===== src/sv/sjs_pkg.sv =====
// Shared types and constants for the SRTF job scheduler.
// No dependencies; imported by every module of the block except sjs_ram.
`default_nettype none
package sjs_pkg;

   localparam int JOB_SLOTS = 16;
   localparam int SLOT_W    = $clog2(JOB_SLOTS);
   localparam int CNT_W     = SLOT_W + 1;

   typedef struct packed {
      logic        admit;
      logic [7:0]  job_id;
      logic [15:0] burst;
      logic        tick;
   } req_type;

   typedef struct packed {
      logic        ran;
      logic [7:0]  running_id;
      logic        completed;
      logic [31:0] wait_time;
      logic [31:0] turnaround_time;
      logic        rejected;
      logic [31:0] now_time;
   } rsp_type;

   // classified transaction handed from front to back
   typedef struct packed {
      req_type req;
      logic    adm_req;   // admission asked with a nonzero burst
   } item_type;

   typedef struct packed {
      logic [7:0]  id;
      logic [31:0] arrival;
      logic [15:0] burst;
      logic [15:0] remaining;
      logic [31:0] order;
   } entry_type;

   localparam int ENTRY_W = $bits(entry_type);

   typedef enum logic [2:0] {
      ST_IDLE,
      ST_SCAN,
      ST_DECIDE,
      ST_UPDATE,
      ST_OUT
   } state_type;

endpackage
`default_nettype wire


===== src/sv/srtf_job_scheduler_core.sv =====
// Top level of the shortest-remaining-time-first job scheduler.
// Depends on sjs_pkg, sjs_front, sjs_engine (and sjs_ram below it).
//
// Each request transaction may admit one job into a JOB_SLOTS-entry table
// and, with tick set, runs one time unit on the ready job with the least
// remaining time (ties to the earlier admission, then the lower slot).
// Every request yields exactly one response transaction. A request passes
// through a start state, a scan that reads one slot per cycle through the
// single read port of the slot RAM, a decide state that writes the admitted
// job, an update state that writes the running stored job back, and a
// state that loads the response register. That last state stalls while an
// earlier response still waits to be popped.
// A two-entry request queue keeps accepting while the back end works, and
// the response register lets the next request proceed while a response
// waits to be popped. No clearing pass is needed after reset: slot busy
// bits live in flip-flops and clear at once.
`default_nettype none
module srtf_job_scheduler_core
   import sjs_pkg::*;
(
   input  wire logic    clock,
   input  wire logic    reset,
   // request queue side
   input  wire logic    req_push,
   output logic         req_full,
   input  wire req_type req_data,
   // response queue side
   output logic         rsp_empty,
   input  wire logic    rsp_pop,
   output rsp_type      rsp_data
);
   logic     item_valid;
   logic     item_take;
   item_type item;

   // front: accepts and classifies request transactions
   sjs_front u_front (
      .clock      (clock),
      .reset      (reset),
      .req_push   (req_push),
      .req_full   (req_full),
      .req_data   (req_data),
      .item_valid (item_valid),
      .item_take  (item_take),
      .item       (item)
   );

   // back: scan, select, update, respond
   sjs_engine u_engine (
      .clock      (clock),
      .reset      (reset),
      .item_valid (item_valid),
      .item_take  (item_take),
      .item       (item),
      .rsp_empty  (rsp_empty),
      .rsp_pop    (rsp_pop),
      .rsp_data   (rsp_data)
   );
endmodule
`default_nettype wire


===== src/sv/sjs_ram.sv =====
// Generic single-write, single-read RAM with registered read data.
// No dependencies.
`default_nettype none
module sjs_ram #(
   parameter int WIDTH = 8,
   parameter int DEPTH = 16
) (
   input  wire logic                     clock,
   input  wire logic                     we,
   input  wire logic [$clog2(DEPTH)-1:0] waddr,
   input  wire logic [WIDTH-1:0]         wdata,
   input  wire logic [$clog2(DEPTH)-1:0] raddr,
   output logic      [WIDTH-1:0]         rdata
);
   logic [WIDTH-1:0] mem_ff [DEPTH];
   logic [WIDTH-1:0] rdata_ff;

   always_ff @(posedge clock) begin
      if (we) begin
         mem_ff[waddr] <= wdata;
      end
      rdata_ff <= mem_ff[raddr];
   end

   assign rdata = rdata_ff;
endmodule
`default_nettype wire


===== src/sv/sjs_front.sv =====
// Front end: two-entry request queue that classifies each transaction.
// Depends on sjs_pkg.
`default_nettype none
module sjs_front
   import sjs_pkg::*;
(
   input  wire logic     clock,
   input  wire logic     reset,
   input  wire logic     req_push,
   output logic          req_full,
   input  wire req_type  req_data,
   output logic          item_valid,
   input  wire logic     item_take,
   output item_type      item
);
   item_type   q_ff [2];
   logic       wr_ptr_ff, wr_ptr_in;
   logic       rd_ptr_ff, rd_ptr_in;
   logic [1:0] cnt_ff, cnt_in;
   logic       push_ok, pop_ok;
   item_type   cls;

   assign req_full   = (cnt_ff == 2'd2);
   assign item_valid = (cnt_ff != 2'd0);
   assign item       = q_ff[rd_ptr_ff];
   assign push_ok    = req_push && !req_full;
   assign pop_ok     = item_take && item_valid;

   always_comb begin
      cls.req     = req_data;
      cls.adm_req = req_data.admit && (req_data.burst != 16'd0);
      wr_ptr_in   = push_ok ? !wr_ptr_ff : wr_ptr_ff;
      rd_ptr_in   = pop_ok ? !rd_ptr_ff : rd_ptr_ff;
      cnt_in      = cnt_ff + {1'b0, push_ok} - {1'b0, pop_ok};
   end

   always_ff @(posedge clock) begin
      if (push_ok) begin
         q_ff[wr_ptr_ff] <= cls;
      end
      if (reset) begin
         wr_ptr_ff <= 1'b0;
         rd_ptr_ff <= 1'b0;
         cnt_ff    <= 2'd0;
      end else begin
         wr_ptr_ff <= wr_ptr_in;
         rd_ptr_ff <= rd_ptr_in;
         cnt_ff    <= cnt_in;
      end
   end
endmodule
`default_nettype wire


===== src/sv/sjs_engine.sv =====
// Back end: slot table scan, job selection, update and result register.
// Depends on sjs_pkg and sjs_ram.
`default_nettype none
module sjs_engine
   import sjs_pkg::*;
(
   input  wire logic     clock,
   input  wire logic     reset,
   input  wire logic     item_valid,
   output logic          item_take,
   input  wire item_type item,
   output logic          rsp_empty,
   input  wire logic     rsp_pop,
   output rsp_type       rsp_data
);
   state_type             state_ff, state_in;
   logic [CNT_W-1:0]      cnt_ff, cnt_in;
   logic                  cmp_vld_ff, cmp_vld_in;
   logic [SLOT_W-1:0]     cmp_idx_ff, cmp_idx_in;
   item_type              cur_ff, cur_in;
   logic                  free_found_ff, free_found_in;
   logic [SLOT_W-1:0]     free_idx_ff, free_idx_in;
   logic                  best_found_ff, best_found_in;
   logic [SLOT_W-1:0]     best_idx_ff, best_idx_in;
   entry_type             best_ff, best_in;
   logic                  run_best_ff, run_best_in;
   logic [JOB_SLOTS-1:0]  busy_ff, busy_in;
   logic [31:0]           admit_count_ff, admit_count_in;
   logic [31:0]           time_ff, time_in;
   rsp_type               res_ff, res_in;
   rsp_type               rsp_ff, rsp_in;
   logic                  rsp_valid_ff, rsp_valid_in;

   logic                  we;
   logic [SLOT_W-1:0]     waddr, raddr;
   entry_type             wdata, rd;
   logic [ENTRY_W-1:0]    rdata;

   logic                  admit_ok, adm_wins, run_adm;
   logic [31:0]           time_new, tat, run_arr;
   logic [15:0]           run_burst, rem_after;

   sjs_ram #(.WIDTH(ENTRY_W), .DEPTH(JOB_SLOTS)) u_ram (
      .clock (clock),
      .we    (we),
      .waddr (waddr),
      .wdata (wdata),
      .raddr (raddr),
      .rdata (rdata)
   );

   assign rd        = rdata;
   assign rsp_empty = !rsp_valid_ff;
   assign rsp_data  = rsp_ff;

   always_comb begin
      state_in       = state_ff;
      cnt_in         = cnt_ff;
      cmp_vld_in     = 1'b0;
      cmp_idx_in     = cmp_idx_ff;
      cur_in         = cur_ff;
      free_found_in  = free_found_ff;
      free_idx_in    = free_idx_ff;
      best_found_in  = best_found_ff;
      best_idx_in    = best_idx_ff;
      best_in        = best_ff;
      run_best_in    = run_best_ff;
      busy_in        = busy_ff;
      admit_count_in = admit_count_ff;
      time_in        = time_ff;
      res_in         = res_ff;
      rsp_in         = rsp_ff;
      rsp_valid_in   = rsp_valid_ff && !rsp_pop;
      item_take      = 1'b0;
      we             = 1'b0;
      waddr          = free_idx_ff;
      wdata          = best_ff;
      raddr          = cnt_ff[SLOT_W-1:0];

      admit_ok  = cur_ff.adm_req && free_found_ff;
      adm_wins  = !best_found_ff
                  || (cur_ff.req.burst < best_ff.remaining)
                  || ((cur_ff.req.burst == best_ff.remaining)
                      && ((admit_count_ff < best_ff.order)
                          || ((admit_count_ff == best_ff.order)
                              && (free_idx_ff < best_idx_ff))));
      run_adm   = cur_ff.req.tick && admit_ok && adm_wins;
      time_new  = (time_ff == 32'hFFFF_FFFF) ? time_ff : time_ff + 32'd1;
      run_arr   = run_adm ? time_ff : best_ff.arrival;
      run_burst = run_adm ? cur_ff.req.burst : best_ff.burst;
      rem_after = (run_adm ? cur_ff.req.burst : best_ff.remaining) - 16'd1;
      tat       = time_new - run_arr;

      // scan compare stage: data for slot cmp_idx_ff is on the read port
      if (cmp_vld_ff) begin
         if (!busy_ff[cmp_idx_ff]) begin
            if (!free_found_ff) begin
               free_found_in = 1'b1;
               free_idx_in   = cmp_idx_ff;
            end
         end else if (!best_found_ff || (rd.remaining < best_ff.remaining)
                      || ((rd.remaining == best_ff.remaining)
                          && (rd.order < best_ff.order))) begin
            best_found_in = 1'b1;
            best_idx_in   = cmp_idx_ff;
            best_in       = rd;
         end
      end

      case (state_ff)
         ST_IDLE: begin
            if (item_valid) begin
               item_take     = 1'b1;
               cur_in        = item;
               cnt_in        = '0;
               free_found_in = 1'b0;
               best_found_in = 1'b0;
               state_in      = ST_SCAN;
            end
         end
         ST_SCAN: begin
            if (cnt_ff == CNT_W'(JOB_SLOTS)) begin
               state_in = ST_DECIDE;
            end else begin
               cmp_vld_in = 1'b1;
               cmp_idx_in = cnt_ff[SLOT_W-1:0];
               cnt_in     = cnt_ff + 1'b1;
            end
         end
         ST_DECIDE: begin
            res_in          = '0;
            res_in.rejected = cur_ff.req.admit && !admit_ok;
            res_in.now_time = time_ff;
            run_best_in     = 1'b0;
            if (admit_ok) begin
               we              = 1'b1;
               waddr           = free_idx_ff;
               wdata.id        = cur_ff.req.job_id;
               wdata.arrival   = time_ff;
               wdata.burst     = cur_ff.req.burst;
               wdata.remaining = run_adm ? rem_after : cur_ff.req.burst;
               wdata.order     = admit_count_ff;
               busy_in[free_idx_ff] = !(run_adm && (rem_after == 16'd0));
               if (admit_count_ff != 32'hFFFF_FFFF) begin
                  admit_count_in = admit_count_ff + 32'd1;
               end
            end
            if (cur_ff.req.tick) begin
               time_in         = time_new;
               res_in.now_time = time_new;
               if (run_adm || best_found_ff) begin
                  res_in.ran        = 1'b1;
                  res_in.running_id = run_adm ? cur_ff.req.job_id : best_ff.id;
                  run_best_in       = !run_adm;
                  if (rem_after == 16'd0) begin
                     res_in.completed       = 1'b1;
                     res_in.turnaround_time = tat;
                     res_in.wait_time = (tat >= {16'd0, run_burst})
                                        ? tat - {16'd0, run_burst} : 32'd0;
                     if (!run_adm) begin
                        busy_in[best_idx_ff] = 1'b0;
                     end
                  end
               end
            end
            state_in = ST_UPDATE;
         end
         ST_UPDATE: begin
            if (run_best_ff) begin
               we              = 1'b1;
               waddr           = best_idx_ff;
               wdata           = best_ff;
               wdata.remaining = best_ff.remaining - 16'd1;
            end
            state_in = ST_OUT;
         end
         ST_OUT: begin
            if (!rsp_valid_ff || rsp_pop) begin
               rsp_in       = res_ff;
               rsp_valid_in = 1'b1;
               state_in     = ST_IDLE;
            end
         end
         default: begin
            state_in = ST_IDLE;
         end
      endcase
   end

   always_ff @(posedge clock) begin
      cnt_ff        <= cnt_in;
      cmp_idx_ff    <= cmp_idx_in;
      cur_ff        <= cur_in;
      free_idx_ff   <= free_idx_in;
      best_idx_ff   <= best_idx_in;
      best_ff       <= best_in;
      res_ff        <= res_in;
      rsp_ff        <= rsp_in;
      free_found_ff <= free_found_in;
      best_found_ff <= best_found_in;
      run_best_ff   <= run_best_in;
      if (reset) begin
         state_ff       <= ST_IDLE;
         cmp_vld_ff     <= 1'b0;
         busy_ff        <= '0;
         admit_count_ff <= '0;
         time_ff        <= '0;
         rsp_valid_ff   <= 1'b0;
      end else begin
         state_ff       <= state_in;
         cmp_vld_ff     <= cmp_vld_in;
         busy_ff        <= busy_in;
         admit_count_ff <= admit_count_in;
         time_ff        <= time_in;
         rsp_valid_ff   <= rsp_valid_in;
      end
   end
endmodule
`default_nettype wire

===== config.mk =====
export PLATFORM = sky130hd
export DESIGN_NAME = srtf_job_scheduler_core
export DESIGN_NICKNAME = d
export VERILOG_FILES = /design/src/sv/sjs_pkg.sv /design/src/sv/srtf_job_scheduler_core.sv /design/src/sv/sjs_ram.sv /design/src/sv/sjs_front.sv /design/src/sv/sjs_engine.sv
export SDC_FILE = /design/constraint.sdc
export NUM_CORES = 2
export LEC_CHECK = 0
export BUFFER_PORTS_ARGS = -buffer_cell sky130_fd_sc_hd__buf_2
export CAP_MARGIN = 10
export CORE_ASPECT_RATIO = 1.4
export CORE_MARGIN = 3
export CORE_UTILIZATION = 28
export CTS_CLUSTER_SIZE = 8
export DETAILED_ROUTE_END_ITERATION = 7
export SLEW_MARGIN = 15
export SYNTH_ARGS = -nofsm -noshare
export SYNTH_HDL_FRONTEND = slang
export SYNTH_SLANG_ARGS = --single-unit

===== constraint.sdc =====
create_clock -name clock -period 9.1 [get_ports clock]
set_input_delay 0.91 -clock clock [delete_from_list [all_inputs] [get_ports clock]]
set_output_delay 0.91 -clock clock [all_outputs]
set_load 0.05 [all_outputs]

==> impl_metrics.toml <==
[routing]
ant_nets = 0
viasPerCell = 4.90
vias = 48025
drt_iter0_drc = 4612
drt-total-wl_mm = 239
drt-pass1-iter-count = 6
drt-wirelength-per-cell_um = 24.4
drcViolationCount = 0

[cts]
postCtsSetupRepairBufs = 0
clk_path_buf_depth = 4
clkSlewWorstSetupHoldPaths_ns = 0.06
cts_num_sinks = 2276
cts_tree = "built"
cts_resized = 0
cts_hold_buf = 0
numCtsBuffers = 327
ctsHtreeMaxLevel = 5
clk-insertion-delay-late_ns = 0.86
cts-root-buf = "clkbuf_16"

[finish]
drive_above_1_share_pct = 22.2
fin_nets = 5507
utilization_pct = 33.1
area_growth_pct = 17.3
fillCellCount = 30646
final_cells = 9800

[synthesis]
avgSynthCellArea_um2 = 18.4
async_flop_share_pct = 0
synth_ff_type = "edfxtp_1"
syn-cell-area_um2 = 91300
synth_top_area_share_pct = 68.4
synth.most_common_cell = "edfxtp_1"
yosysWarnings = 0
synth-edff-count = 2081
synth-seq-cells = 2276
synth.distinct_cells = 81
synth_top_cells_by_area = "edfxtp_1, mux4_2, dfxtp_1"
syn-num-nets = 5151
synth_cells = 4965
yosysSeqAreaShare_pct = 72.7
synth_top_area_cell = "edfxtp_1"
synth_common_cells = "edfxtp_1, mux4_2, nand2_1"

[critical_path]
cp_slowest_cell = "nor4_1"
cp_common_cell = "a21oi_1"
cp_slowest_stage_delay_ns = 0.60
cp.required_ns = 9.61
critPathKind = "flip-flop to flip-flop"
crit_arrival_ns = 8.70
startpoint_type = "flip-flop"
worstSetupEndpointType = "flip-flop"
cp_max_fo = 32

[placement]
place_inst = 9225
hpwl_mm = 135
io_buffers = 138
gp_congestion = 0.878
place_ws_ns = 1.11

[sta]
min_period_over_period_pct = 90.0
period_minus_slack_ns = 8.19
max_slew_margin_pct = 15.4
fin_setup_tns_ns = 0
worstMarginPinSlew_ns = 1.27
timing_hold_violations_final = 0
setup_viol = 0
rsz0062_at_grt = "false"
fmax_ghz = 0.122
finClkSkew_ns = 0.0707
slew_viol_final = 0
setup_ws_ns = 0.914

[run]
cap_violations = 0

[die]
fp-row-count = 247
start_util_pct = 28.2
io_pins = 139
die_w_um = 489
core_area_um2 = 324000
die_h_um = 682
die_area_um2 = 333000

[grt]
grt_pass1_vias = 49907
antenna_found_initial = 10
grt_max_degree = 131
grt_usage_pct = 14.1
grt-ovfl-total = 0
grt_pass1_wl_mm = 348

[power]
ir_worst_vdd_uv = 233
fin_total_pwr_mw = 29.7
power_density_nw_per_um2 = 277
p_leak_nw = 34.9

[status]
outcome = "completed"

[worst_hold_path]
worstHoldPathType = "input port to flip-flop"
==> power breakdown <==
| part | switching (mW) | internal, mW | leakage [nW] |
|---|---|---|---|
| Clock | 4.33 | 6.80 | 4.47 |
| Sequential | 0.414 | 12.2 | 20.4 |
| Combinational | 3.12 | 2.78 | 10.1 |
==> kinds of logic (layout without fill, tap and decap cells) <==
logic type,count (synthesis),in the layout,synth area share (%)
flip-flops,2276,2276,72.7
AND/OR/NAND/NOR,967,967,4.95
multiplexers,615,615,14.0
AO/OA/AOI/OAI,441,441,3.15
buffers and inverters,340,938,1.43
XOR/XNOR,170,170,1.63
adder cells (fa/ha/maj),156,156,2.15
other,0,4,0
==> critical path, delay by kind of cell (launching register included) <==
kind | cells | cell delay [ns]
AO/OA/AOI/OAI | 14 | 2.80
AND/OR/NAND/NOR | 8 | 2.04
buffers and inverters | 4 | 1.04
adder cells (fa/ha/maj) | 3 | 1.01
flip-flops | 1 | 0.54
XOR/XNOR | 1 | 0.18
multiplexers | 1 | 0.17
==> layout make-up <==
type / count / area (um2) / area share, %
Sequential cell: 2276 / 66400 / 62.0
Inverter: 100 / 380 / 0.355
Clock inverter: 19 / 267 / 0.249
Timing Repair Buffer: 267 / 1760 / 1.65
Multi-Input combinational cell: 2349 / 23800 / 22.3
Clock buffer: 552 / 9130 / 8.53
Antenna cell: 4 / 10.0 / 0.00935
Tap cell: 4233 / 5300 / 4.95
==> registers in the layout, summed over array words and instances, names as in the netlist, 32 cells and up <==
register and flops:
u_engine.u_ram.mem_ff 1664, u_engine.res_ff 107, u_engine.rsp_data 107, u_engine.best_ff 104
u_engine.u_ram.rdata 104, u_front.q_ff 54, u_engine.admit_count_ff 32, u_engine.time_ff 32
==> worst paths after layout <==
| check | endpoint | depth (start not counted) | from | slack (ns) |
|---|---|---|---|---|
| setup reg to reg | u_engine.res_ff[81] | 31 | u_engine.best_ff[43] | 0.91 |
| hold reg to reg | u_engine.best_ff[53] | 0 | u_engine.u_ram.rdata[53] | 0.40 |
| hold / removal | u_front.q_ff[0][19] | 1 | req_data[18] | 0.28 |
| setup / recovery | u_engine.res_ff[81] | 31 | u_engine.best_ff[43] | 0.91 |
==> routing by layer <==
metal	GRT usage, %	wire length (um)
met5	0	23
met3	2.12	14000
met4	4.47	6840
met2	24.0	120000
met1	18.3	98100
==> cell usage in the layout (no fill, tap or decap), types with 103 or more instances in the layout <==
cell	instances
a21oi_1	103
buf_2	137
buf_4	122
clkbuf_1	220
clkbuf_16	332
dfxtp_1	195
edfxtp_1	2081
ha_1	154
mux4_2	525
nand2_1	350
nor2_1	231
o21ai_0	108
==> stage by stage <==
stage          hold WS [ns]  area [um2]
3_3_place_gp          0.389       97600
4_1_cts               0.230      107000
6_report              0.284      107000
5_1_grt               0.259      107000
2_1_floorplan         0.386       91300
3_5_place_dp          0.389       97600
Power figures use the tool's default switching activity.
